$ cat src/hw/rtl/cursor_mask_to_rgba_outline_core_macros.svh
// Assertion helpers used by cmoc_seq.
`ifndef CURSOR_MASK_TO_RGBA_OUTLINE_CORE_MACROS_SVH
`define CURSOR_MASK_TO_RGBA_OUTLINE_CORE_MACROS_SVH

// same-cycle implication
`define CMOC_ASSERT_IMP(name, ante, cons) \
  name: assert property (@(posedge clk_i) disable iff (!rst_ni) (ante) |-> (cons)) \
    else $error("assertion failed");

// next-cycle implication
`define CMOC_ASSERT_NXT(name, ante, cons) \
  name: assert property (@(posedge clk_i) disable iff (!rst_ni) (ante) |=> (cons)) \
    else $error("assertion failed");

`endif

$ cat src/hw/rtl/cmoc_pkg.sv
`timescale 1ns / 1ps
package cmoc_pkg;

  localparam int unsigned DIM_W = 9;

  localparam logic CMD_LOAD = 1'b0;
  localparam logic CMD_READ = 1'b1;

  typedef logic [1:0] cls_t;
  localparam cls_t CLS_CLEAR = 2'd0;
  localparam cls_t CLS_WHITE = 2'd1;
  localparam cls_t CLS_BLACK = 2'd2;

  localparam logic [1:0] CFG_WIDTH   = 2'd0;
  localparam logic [1:0] CFG_HEIGHT  = 2'd1;
  localparam logic [1:0] CFG_OUTLINE = 2'd2;

  localparam logic [7:0] OPAQUE = 8'hff;

  typedef struct packed {
    cls_t cls;
    logic xor_seen;
  } cmoc_result_t;

endpackage

$ cat src/hw/rtl/cmoc_seq.sv
`timescale 1ns / 1ps
`include "cursor_mask_to_rgba_outline_core_macros.svh"
module cmoc_seq
  import cmoc_pkg::*;
#(
  parameter int unsigned MAX_WIDTH  = 64,
  parameter int unsigned MAX_HEIGHT = 64,
  parameter int unsigned AW         = 12
) (
  input  logic          clk_i,
  input  logic          rst_ni,
  input  logic          in_valid_i,
  output logic          in_ready_o,
  input  logic          command_i,
  input  logic          first_pixel_i,
  input  logic          and_bit_i,
  input  logic          xor_bit_i,
  input  logic [6:0]    read_x_i,
  input  logic [6:0]    read_y_i,
  input  logic [6:0]    width_i,
  input  logic [6:0]    height_i,
  input  logic          outline_i,
  output logic          res_valid_o,
  input  logic          res_ready_i,
  output cmoc_result_t  res_o,
  output logic          mem_en_o,
  output logic          mem_we_o,
  output logic [AW-1:0] mem_addr_o,
  output logic [1:0]    mem_wdata_o,
  input  logic [1:0]    mem_rdata_i
);

  localparam int unsigned CW = (MAX_WIDTH > 1) ? $clog2(MAX_WIDTH) : 1;
  localparam int unsigned RW = $clog2(MAX_HEIGHT + 1);

  typedef enum logic [2:0] {
    S_IDLE,
    S_LOAD,
    S_READ,
    S_DRAIN,
    S_DONE
  } state_e;

  state_e            state_q, state_d;
  logic [CW-1:0]     col_q, col_d;
  logic [RW-1:0]     row_q, row_d;
  logic              flag_q, flag_d;
  cls_t              cent_q, cent_d;
  logic              any_q, any_d;
  logic signed [9:0] bx_q, bx_d;
  logic signed [9:0] by_q, by_d;
  logic [1:0]        ox_q, ox_d;
  logic [1:0]        oy_q, oy_d;
  logic              single_q, single_d;
  logic              pend_q, pend_d;
  logic              ctr_q, ctr_d;

  logic [DIM_W-1:0]  w_ext, h_ext;
  logic signed [9:0] px, py;
  logic              inb, is_ctr, vis, last_step;
  cls_t              load_cls;

  assign w_ext = DIM_W'(width_i);
  assign h_ext = DIM_W'(height_i);

  assign px = bx_q + $signed({8'b0, ox_q});
  assign py = by_q + $signed({8'b0, oy_q});
  assign inb = !px[9] && !py[9] && (px[8:0] < w_ext) && (py[8:0] < h_ext);
  assign is_ctr = single_q || (ox_q == 2'd1 && oy_q == 2'd1);
  assign last_step = single_q || (ox_q == 2'd2 && oy_q == 2'd2);
  assign vis = pend_q && (mem_rdata_i == CLS_WHITE || mem_rdata_i == CLS_BLACK);

  always_comb begin
    if (!and_bit_i) begin
      load_cls = xor_bit_i ? CLS_WHITE : CLS_BLACK;
    end else if (xor_bit_i) begin
      load_cls = CLS_BLACK;
    end else begin
      load_cls = CLS_CLEAR;
    end
  end

  always_comb begin
    state_d  = state_q;
    col_d    = col_q;
    row_d    = row_q;
    flag_d   = flag_q;
    cent_d   = cent_q;
    any_d    = any_q;
    bx_d     = bx_q;
    by_d     = by_q;
    ox_d     = ox_q;
    oy_d     = oy_q;
    single_d = single_q;
    pend_d   = pend_q;
    ctr_d    = ctr_q;

    in_ready_o  = 1'b0;
    res_valid_o = 1'b0;
    mem_en_o    = 1'b0;
    mem_we_o    = 1'b0;
    mem_addr_o  = AW'(py[8:0]) * AW'(MAX_WIDTH) + AW'(px[8:0]);
    mem_wdata_o = cent_q;

    // neighbor data returning from the store
    if (vis) begin
      any_d = 1'b1;
      if (ctr_q) begin
        cent_d = mem_rdata_i;
      end
    end

    unique case (state_q)
      S_IDLE: begin
        in_ready_o = 1'b1;
        if (in_valid_i) begin
          any_d  = 1'b0;
          pend_d = 1'b0;
          ox_d   = 2'd0;
          oy_d   = 2'd0;
          if (command_i == CMD_LOAD) begin
            if (first_pixel_i) begin
              col_d  = '0;
              row_d  = '0;
              flag_d = 1'b0;
            end
            if (and_bit_i && xor_bit_i) begin
              flag_d = 1'b1;
            end
            cent_d  = load_cls;
            state_d = S_LOAD;
          end else begin
            cent_d = CLS_CLEAR;
            if (!outline_i) begin
              bx_d     = $signed({3'b0, read_x_i});
              by_d     = $signed({3'b0, read_y_i});
              single_d = 1'b1;
              state_d  = S_READ;
            end else if ((DIM_W'(read_x_i) < w_ext + DIM_W'(2)) &&
                         (DIM_W'(read_y_i) < h_ext + DIM_W'(2))) begin
              bx_d     = $signed({3'b0, read_x_i}) - 10'sd2;
              by_d     = $signed({3'b0, read_y_i}) - 10'sd2;
              single_d = 1'b0;
              state_d  = S_READ;
            end else begin
              state_d = S_DONE;
            end
          end
        end
      end
      S_LOAD: begin
        mem_addr_o = AW'(row_q) * AW'(MAX_WIDTH) + AW'(col_q);
        if (DIM_W'(row_q) < h_ext) begin
          mem_en_o = DIM_W'(col_q) < w_ext;
          mem_we_o = 1'b1;
          if (DIM_W'(col_q) + DIM_W'(1) >= w_ext) begin
            col_d = '0;
            row_d = row_q + RW'(1);
          end else begin
            col_d = col_q + CW'(1);
          end
        end
        state_d = S_DONE;
      end
      S_READ: begin
        mem_en_o = inb;
        pend_d   = inb;
        ctr_d    = is_ctr;
        if (last_step) begin
          state_d = S_DRAIN;
        end else if (ox_q == 2'd2) begin
          ox_d = 2'd0;
          oy_d = oy_q + 2'd1;
        end else begin
          ox_d = ox_q + 2'd1;
        end
      end
      S_DRAIN: begin
        pend_d  = 1'b0;
        state_d = S_DONE;
      end
      S_DONE: begin
        res_valid_o = 1'b1;
        if (res_ready_i) begin
          state_d = S_IDLE;
        end
      end
      default: begin
        state_d = S_IDLE;
      end
    endcase
  end

  always_comb begin
    res_o.xor_seen = flag_q;
    if (cent_q != CLS_CLEAR) begin
      res_o.cls = cent_q;
    end else begin
      res_o.cls = any_q ? CLS_WHITE : CLS_CLEAR;
    end
  end

  always_ff @(posedge clk_i or negedge rst_ni) begin
    if (!rst_ni) begin
      state_q <= S_IDLE;
      col_q   <= '0;
      row_q   <= '0;
      flag_q  <= 1'b0;
      pend_q  <= 1'b0;
    end else begin
      state_q <= state_d;
      col_q   <= col_d;
      row_q   <= row_d;
      flag_q  <= flag_d;
      pend_q  <= pend_d;
    end
  end

  always_ff @(posedge clk_i) begin
    cent_q   <= cent_d;
    any_q    <= any_d;
    bx_q     <= bx_d;
    by_q     <= by_d;
    ox_q     <= ox_d;
    oy_q     <= oy_d;
    single_q <= single_d;
    ctr_q    <= ctr_d;
  end

  `CMOC_ASSERT_IMP(a_write_in_area, mem_en_o && mem_we_o, DIM_W'(row_q) < h_ext)
  `CMOC_ASSERT_NXT(a_col_wraps, state_q == S_LOAD && DIM_W'(row_q) < h_ext, DIM_W'(col_q) < w_ext)
  `CMOC_ASSERT_NXT(a_plain_one_read, state_q == S_READ && single_q, state_q == S_DRAIN)
  `CMOC_ASSERT_IMP(a_no_pend_idle, state_q == S_IDLE || state_q == S_LOAD, !pend_q)

endmodule

$ cat config.mk
export PLATFORM = sky130hd
export DESIGN_NAME = cmoc_seq
export DESIGN_NICKNAME = d
export VERILOG_FILES = /design/src/hw/rtl/cmoc_pkg.sv /design/src/hw/rtl/cmoc_seq.sv
export VERILOG_INCLUDE_DIRS = /design/src /design/src/hw/rtl
export SDC_FILE = /design/constraint.sdc
export NUM_CORES = 1
export LEC_CHECK = 0
export ABC_AREA = 1
export BUFFER_PORTS_ARGS = -buffer_cell sky130_fd_sc_hd__buf_4
export CAP_MARGIN = 0
export CORE_ASPECT_RATIO = 0.6
export CORE_MARGIN = 10
export CORE_UTILIZATION = 50
export CTS_BUF_LIST = sky130_fd_sc_hd__clkbuf_2 sky130_fd_sc_hd__clkbuf_4 sky130_fd_sc_hd__clkbuf_8
export DETAILED_ROUTE_END_ITERATION = 10
export PLACE_DENSITY = 0.78
export SLEW_MARGIN = 0
export SYNTH_ARGS = -nofsm -noshare
export SYNTH_HDL_FRONTEND = slang
export SYNTH_SLANG_ARGS = --single-unit
export TNS_END_PERCENT = 1
$ cat constraint.sdc
create_clock -name clk_i -period 3 [get_ports clk_i]
set_clock_uncertainty 0.05 [all_clocks]
set_input_delay 0.6 -clock clk_i [delete_from_list [all_inputs] [get_ports clk_i]]
set_output_delay 0.6 -clock clk_i [all_outputs]
set_load 0.01 [all_outputs]
# Yosys cells after proc, flatten, opt, wreduce, memory -nomap -nowiden
# Cells that the tools add are included.
# totals
regBits	47
out_inout_bits	21
word_cells	139
# classes
add_sub_neg	13
n_lt_le_gt_ge	7
n_eq_ne	20
muxes	55
bitwise	1
reduce_logical	28
# ops
op	count
7-bit 2-to-1 mux	7
6-bit 2-to-1 mux	5
2-bit 2-to-1 mux	14
10-bit by 3-bit adder with 10-bit output	2
10-bit 2-to-1 mux	2
9-bit by 7-bit < comparator with 1-bit output	2
3-bit 2-to-1 mux	6
2-bit inequality test, second input constant	9
7-bit by 2-bit adder with 8-bit output, second input constant	2
7-bit by 8-bit < comparator with 1-bit output	2
7-bit by 2-bit subtractor with 8-bit output, second input constant	2
7-bit one-hot mux with 2 select lines	1
1-bit 2-to-1 mux	13
12-bit by 6-bit adder with 12-bit output	1
12-bit by 9-bit adder with 12-bit output	1
12-bit 2-to-1 mux	1
3-bit one-hot mux with 4 select lines	1
6-bit one-hot mux with 2 select lines	1
4-bit AND reduction	3
1-bit logical AND	8
2-bit one-hot mux with 2 select lines	2
2-bit nonzero test	4
6-bit by 1-bit adder with 7-bit output, second input constant	1
7-bit by 1-bit adder with 7-bit output, second input constant	1
other kinds (23)	33

# Longest topological paths before layout
# Gate-level depths: netlist (run 1).
# logic_depth
ltp_word	8
depth_mapped	17
depth_no_buf	17

# Worst setup path before layout (run 1)
# Ideal clock, no wire load.
# synth_timing
path_type	flip-flop to output port
start	reg ox_q[0]
end	out mem_addr_o[8]
arrival_ns	2.521
required_ns	2.350
setup_slack_ns	-0.171
stages_incl_launch_ff	14
path_buffers	0
path_cell_list	edfxtp_1 ha_1 inv_1 fa_1 nor2_1 nand2_1 nor2_1 nand2_1 xor2_1 inv_1 ha_1 fa_1 xnor2_1 o21ai_0
# synth_via
elab_chain_cells	3
# synth_rtl
item	line_no	source
start: declaration	cmoc_seq.sv:52	logic [1:0] ox_q, ox_d;
start signal: assignment	cmoc_seq.sv:224	ox_q <= ox_d;
10-bit by 3-bit adder with 10-bit output	cmoc_seq.sv:66	assign px = bx_q + $signed({8'b0, ox_q});
12-bit by 9-bit adder with 12-bit output	cmoc_seq.sv:102	mem_addr_o = AW'(py[8:0]) * AW'(MAX_WIDTH) + AW'(px[8:0]);
12-bit 2-to-1 mux	cmoc_seq.sv:113	unique case (state_q)
end: declaration	cmoc_seq.sv:28	output logic [AW-1:0] mem_addr_o,
# No other way between the ends.

# Worst setup path in the final report (run 1)
# layout_timing
start	reg oy_q[0]
end	out mem_en_o
# layout_via
elab_chain_cells	6
word_cells_on_any_way	7
classes_between	add/sub: 1; order compare: 1; mux: 1; reduce/logical: 4
# layout_rtl
item	line_no	source
start: declaration	cmoc_seq.sv:53	logic [1:0] oy_q, oy_d;
start signal: assignment	cmoc_seq.sv:225	oy_q <= oy_d;
10-bit by 3-bit adder with 10-bit output (*)	cmoc_seq.sv:67	assign py = by_q + $signed({8'b0, oy_q});
branches (longest 3 deep; another with 9-bit by 7-bit < comparator with 1-bit output)	n/a	
1-bit logical AND (*)	cmoc_seq.sv:68	assign inb = !px[9] && !py[9] && (px[8:0] < w_ext) && (py[8:0] < h_ext);
1-bit one-hot mux with 2 select lines (*)	cmoc_seq.sv:113	
end: declaration	cmoc_seq.sv:26	output logic mem_en_o,
# Mark *: on every way between the ends.

==> results of run 1 <==
==> layout by cell type (no fill, tap or decap), types with 3 or more instances in the layout <==
master,n
nand2_1,135
buf_4,82
inv_1,80
ha_1,58
nor2_1,33
nand3_1,31
xor2_1,27
edfxtp_1,22
a21oi_1,20
dfrtp_1,18
o21ai_0,11
nor3_1,9
nand2_2,9
xnor2_1,8
inv_2,6
nand3_2,5
nand4_1,5
clkbuf_8,5
nor2_2,4
nor3b_1,3
dfxtp_1,3
==> final cells by class <==
class,count,area [sq um]
Clock buffer,5,68.8
Clock inverter,3,66.3
Multi-Input combinational cell,400,2690
Sequential cell,43,1170
Tap cell,108,135
Fill cell,685,2860
Timing Repair Buffer,85,658
Inverter,87,329
==> worst max-delay path by stage <==
stage                           to  cells after the start  slack, ns  startpoint
floorplan           mem_addr_o[10]                     16      -0.06     ox_q[0]
global placement          mem_en_o                     17      -0.23     ox_q[0]
detailed placement        mem_en_o                     17      -0.31     ox_q[0]
CTS                 mem_addr_o[10]                     17      -0.60     ox_q[0]
global route              mem_en_o                     17      -0.80     ox_q[0]
finish                    mem_en_o                     15      -0.60     oy_q[0]
==> state kept, by name, summed over array words and instances (netlist names) <==
signal / flops
any_q: 1
bx_q: 8
by_q: 8
col_q: 6
ctr_q: 1
flag_q: 1
mem_wdata_o: 2
ox_q: 2
oy_q: 2
pend_q: 1
row_q: 7
single_q: 1
state_q: 3
==> metrics by stage <==
| step | setup TNS, ns | instances | setup WS (ns) | area, sq um | util (%) |
|---|---|---|---|---|---|
| global placement | -0.765 | 722 | -0.232 | 4920 | 61.7 |
| CTS | -3.18 | 730 | -0.601 | 5080 | 63.7 |
| detailed placement | -1.97 | 722 | -0.305 | 4920 | 61.7 |
| floorplan | -0.888 | 536 | -0.0637 | 4190 | - |
| global route | -4.23 | 731 | -0.802 | 5120 | 64.2 |
| finish | -3.08 | 731 | -0.602 | 5120 | 64.2 |
==> power breakdown <==
group / switching (uW) / internal (uW)
combinational: 1080 / 830
clock: 219 / 333
sequential: 100 / 746
total: 1400 / 1910
==> routing by layer <==
| metal | GRT usage (%) | part of all wire [%] | vias up |
|---|---|---|---|
| met5 | 0 | 0 | - |
| met4 | 2.71 | 0.85 | 0 |
| met1 | 22.5 | 46 | 1754 |
| met2 | 28.7 | 47 | 94 |
| li1 | - | - | 1908 |
| met3 | 4.06 | 5.4 | 15 |
==> worst register-to-register path: stages, from the launching register on <==
cell      delay, ns
edfxtp_1       0.41
ha_2           0.21
fa_1           0.40
nand2_1        0.09
nor2_1         0.06
nand2_1        0.07
xor2_1         0.17
inv_1          0.09
ha_1           0.32
a21oi_2        0.16
and3_1         0.16
nand2_1        0.06
nor3_2         0.14
nand3_2        0.13
nand2_1        0.08
==> repair_timing <==
action,in CTS,in global routing
gates resized for setup,6,8
endpoints found under the setup margin,7,7
gates cloned,0,0
buffers inserted,0,1
pin swaps,5,2
==> kinds of logic after synthesis <==
group           share of synthesized area, %
buf+inv                                 9.01
compound gates                          7.95
flops                                   28.3
simple gates                            26.5
xor+xnor                                8.01
fa+ha+maj                               20.2
==> run metrics, run 1 <==
clk sinks 43; All-Layer GR Usage 17.3%; endpoint type of the worst setup path output pin; FF-to-FF setup slack around 0.35 ns; worst-margin pin slew 0.346 ns; grt total ovfl 0; register area share after synthesis around 28%; endpoints failing setup 7; Worst Path Arrival ~3.0 ns; Critical R2R Capture pend_q; number of synthesized flops with an enable pin 22; final hold viol count 0; Synth async-reset ratio 41.9%; outcome complete, but fails checks; IO Pins 60; Largest delay share family, worst path adder cells; Worst R2R Path Depth 14; # H-tree levels 2; Max Cap Violations 0; layout cells sized above 1 ~22%; top-area cell type share of the netlist area between 10% and 20%; clock buffer depth 2; starting density of the core around half; RSZ-0062 raised after global routing yes; via/cell ratio just over 5; top_reg_cell synth edfxtp_1; core area around 0.0080 sq mm; ANT cells 0; CP Launch Type register; fin. max-slew vios 0; vias post-DR 3771; placer congestion estimate around 0.9; clock insertion delay at the later pin of the skew report around 0.31 ns; syn_nets 640; Synth top cells by count 140 x nand2_1, 81 x inv_1, 62 x ha_1; PnR worst setup slack -0.602 ns; FMAX around 0.28 GHz; Initial DRC Count 195; Num CTS Buffers 5; Max-slew headroom between 70% and 80%; Wirelength per Cell roughly 14 um; slowest stage cell, crit path edfxtp_1; Syn Inst Count roughly 540; worst reg2reg path startpoint oy_q[0]; # DRC 0; Layout area overhead 23.7%; synth warn 0; Max IR drop VDD between 0.0003 and 0.0004 V; first-pass GRT wire length 17800 um; WP data required roughly 2.4 ns; die height around 90 um; die span in x about 140 um; FF+latch count, synth 43; failing checks setup timing; slowest stage delay, CP ~0.4 ns; hold buffer count at cts 0; # rows 25; Root Driver clkbuf_8; leakage power around 0.0027 uW; initial antenna violation count 0; Area contributors post-synth ha_1 19%, edfxtp_1 16%, nand2_1 13%; DPL Wire Length 8820 um; post-synthesis cell area slightly above 0.004 sq mm; Synth Area per Inst 7.72 sq um; Synth cell types 47; vias in the first global route 3843; Port Buf Inserts 59; critical path class register to output pin; most common cell in the netlist nand2_1; WL final 10600 um; DRT Pass-1 Iters 4; critical path buffer and inverter count 2; Final Critical Period between 3 and 4 ns; final hold slack 0.0905 ns; most used cell, CP nand2_1; final worst-path cycle share 120%; Hold Crit Class primary input to async pin; area of the die approximately 0.012 sq mm; largest net degree at the start of global routing 19; P per Cell Area 646 mW/mm^2; Nets between 700 and 800; CTS clock-pin slew for the worst setup and hold paths 0.09 ns; Total Power 3310 uW; CP cell instances ha_2 -> fa_1 -> nand2_1 -> nor2_1 -> nand2_1 -> xor2_1 -> inv_1 -> ha_1 -> a21oi_2 -> and3_1 -> nand2_1 -> nor3_2 -> nand3_2 -> nand2_2 -> buf_6; Post-DRT Antenna Nets 0; CTS tree built; Crit Path Max Fanout 2; post-synth top area cell ha_1
Power figures use the tool's default switching activity.
==> run 2, diff against run 1 <==
- ABC_AREA: 1 -> 0
- CTS_CLUSTER_DIAMETER: unset -> 40
==> run 2 against run 1 <==
The flow still finishes with violations (setup timing). Non-clock buffer count grew 19. Setup slack lost 0.078 ns. Via count shrank 7.4%. Wire length grew 0.98%. Sequential share of layout area grew 0.76 points. Register-to-register slack lost 0.18 ns. Hold slack gained 0.0050 ns. Maximum frequency shrank 2.1%. Count of clock-buffer cells in the layout is the same. Clock power shrank 33%. Largest cell class unchanged.
==> run metrics, run 2 <==
CP Launch Type register; slowest stage delay, CP 0.37 ns; fillcell total between 600 and 700; RSZ-0062 raised after global routing yes; die height approximately 88 um; Synth top cells by count 62 x ha_1, 40 x inv_1, 34 x nand2_1; Max IR drop VDD 0.000440 V; syn_nets 527; endpoints failing setup 7; most common cell in the netlist ha_1; outcome complete, but fails checks; PnR worst setup slack -0.680 ns; multi-input logic area 0.00261 sq mm; DRT Pass-1 Iters 4; Max Cap Violations 0; grt total ovfl 0; critical path buffer and inverter count 2; IO Pins 60; top_reg_cell synth edfxtp_1; register area approximately 0.0012 sq mm; CP cell instances ha_2 -> inv_2 -> fa_2 -> nand3b_1 -> nor2_2 -> xor2_2 -> ha_1 -> nand2_1 -> nand2_1 -> a311oi_2 -> nand4_1 -> o31ai_2 -> buf_4; Area contributors post-synth ha_1 20%, edfxtp_1 17%, dfrtp_1 12%; most frequent cells in the layout 101 x buf_4, 59 x ha_1, 39 x inv_1; core area 0.00742 sq mm; starting density of the core between 50% and 60%; Wirelength per Cell approximately 17 um; fin. max-slew vios 0; All-Layer GR Usage a little under a fifth; largest net degree at the start of global routing 19; layout cells sized above 1 roughly a quarter; final worst-path cycle share 123%; post-synthesis cell area a little under 0.004 sq mm; # H-tree levels 2; FMAX ~0.27 GHz; top-area cell type share of the netlist area slightly below 20%; number of synthesized flops with an enable pin 22; Syn Inst Count 423; Num CTS Buffers 5; most used cell, CP nand2_1; ANT cells 0; # DRC 0; P per Cell Area 666 mW/mm^2; Root Driver clkbuf_8; slowest stage cell, crit path edfxtp_1; Final Critical Period ~3.7 ns; placer congestion estimate around 0.89; clock buffer depth 2; worst-margin pin slew between 0.4 and 0.5 ns; leakage power ~0.0024 uW; die span in x ~130 um; DPL Wire Length approximately 8800 um; dpl ws -0.415 ns; WL final ~11000 um; post-synth top area cell ha_1; via/cell ratio about 5.6; final hold viol count 0; vias post-DR around 3500; final hold slack between 0.09 and 0.1 ns; Port Buf Inserts 59; register area share after synthesis 30.0%; synth warn 0; Synth async-reset ratio 41.9%; vias in the first global route 3578; Post-DRT Antenna Nets 0; failing checks setup timing; first-pass GRT wire length 17400 um; endpoint type of the worst setup path output pin; CTS tree built; CTS clock-pin slew for the worst setup and hold paths ~0.090 ns; area of the die about 0.012 sq mm; Synth Area per Inst around 9 sq um; critical path class register to output pin; Nets between 600 and 700; Synth cell types 56; Largest delay share family, worst path adder cells; clk sinks 43; Setup TNS Final -3.40 ns; most common cell after layout, fill and taps aside buf_4; Hold Crit Class primary input to async pin; Max-slew headroom a little under three quarters; FF+latch count, synth 43; Crit Path Max Fanout 3; # rows 24; WP data required 2.35 ns; Top Registers bx_q (8), by_q (8), row_q (7); Initial DRC Count between 200 and 250; clock insertion delay at the later pin of the skew report roughly 0.31 ns; initial antenna violation count 0; Worst Path Arrival 3.03 ns; Layout area overhead 26.8%
## run 2: what timing repair did
item	4_1_cts	5_1_grt
pin swaps	5	3
resized for setup	11	7
hold buffers	0	0
endpoints found under the setup margin	7	9
setup buffers	1	0
## run 2: final timing paths
check                             from       end  slack (ns)  depth (start not counted)
min in group clk_i         read_x_i[0]   bx_q[0]        0.43                          1
hold / removal                  rst_ni  row_q[3]         0.1                          1
setup / recovery               ox_q[0]  mem_en_o       -0.68                         13
max in group asynchronous       rst_ni  col_q[3]        2.59                          1
hold reg to reg                  any_q     any_q        0.43                          2
setup reg to reg              col_q[1]  row_q[5]        0.17                         11
## run 2: cells by family after synthesis
group / synth area share [%]
buffers and inverters: 5.22
muxes: 3.30
AOI/OAI and AO/OA: 14.1
and+or+nand+nor: 17.5
DFF: 30.0
xor gates and xnor gates: 8.52
adders and majority gates: 21.4
## run 2: through the flow
step                cells  total power (uW)  area (sq um)  utilization (%)
global route          629              3560          4950             66.8
finish                629              3300          4950             66.8
detailed placement    620              2830          4780             64.5
CTS                   629              3260          4910             66.2
floorplan             423              1990          3920                -
global placement      620              2750          4780             64.5
## run 2: metal layers
layer / share of wire, % / global-route usage (%)
met1: 48 / 23.6
met2: 44 / 28.6
met3: 7.0 / 5.54
met4: 1.2 / 5.70
met5: 0 / 0
## run 2: cell type report
class | instances | area share, %
Clock buffer | 5 | 1.39
Clock inverter | 3 | 0.303
Inverter | 41 | 3.11
Multi-Input combinational cell | 329 | 52.8
Sequential cell | 43 | 23.6
Tap cell | 104 | 2.63
Timing Repair Buffer | 104 | 16.2
## run 2: where the power goes
part	internal, uW	switching, uW
registers	782	152
clock network	158	212
logic	996	998
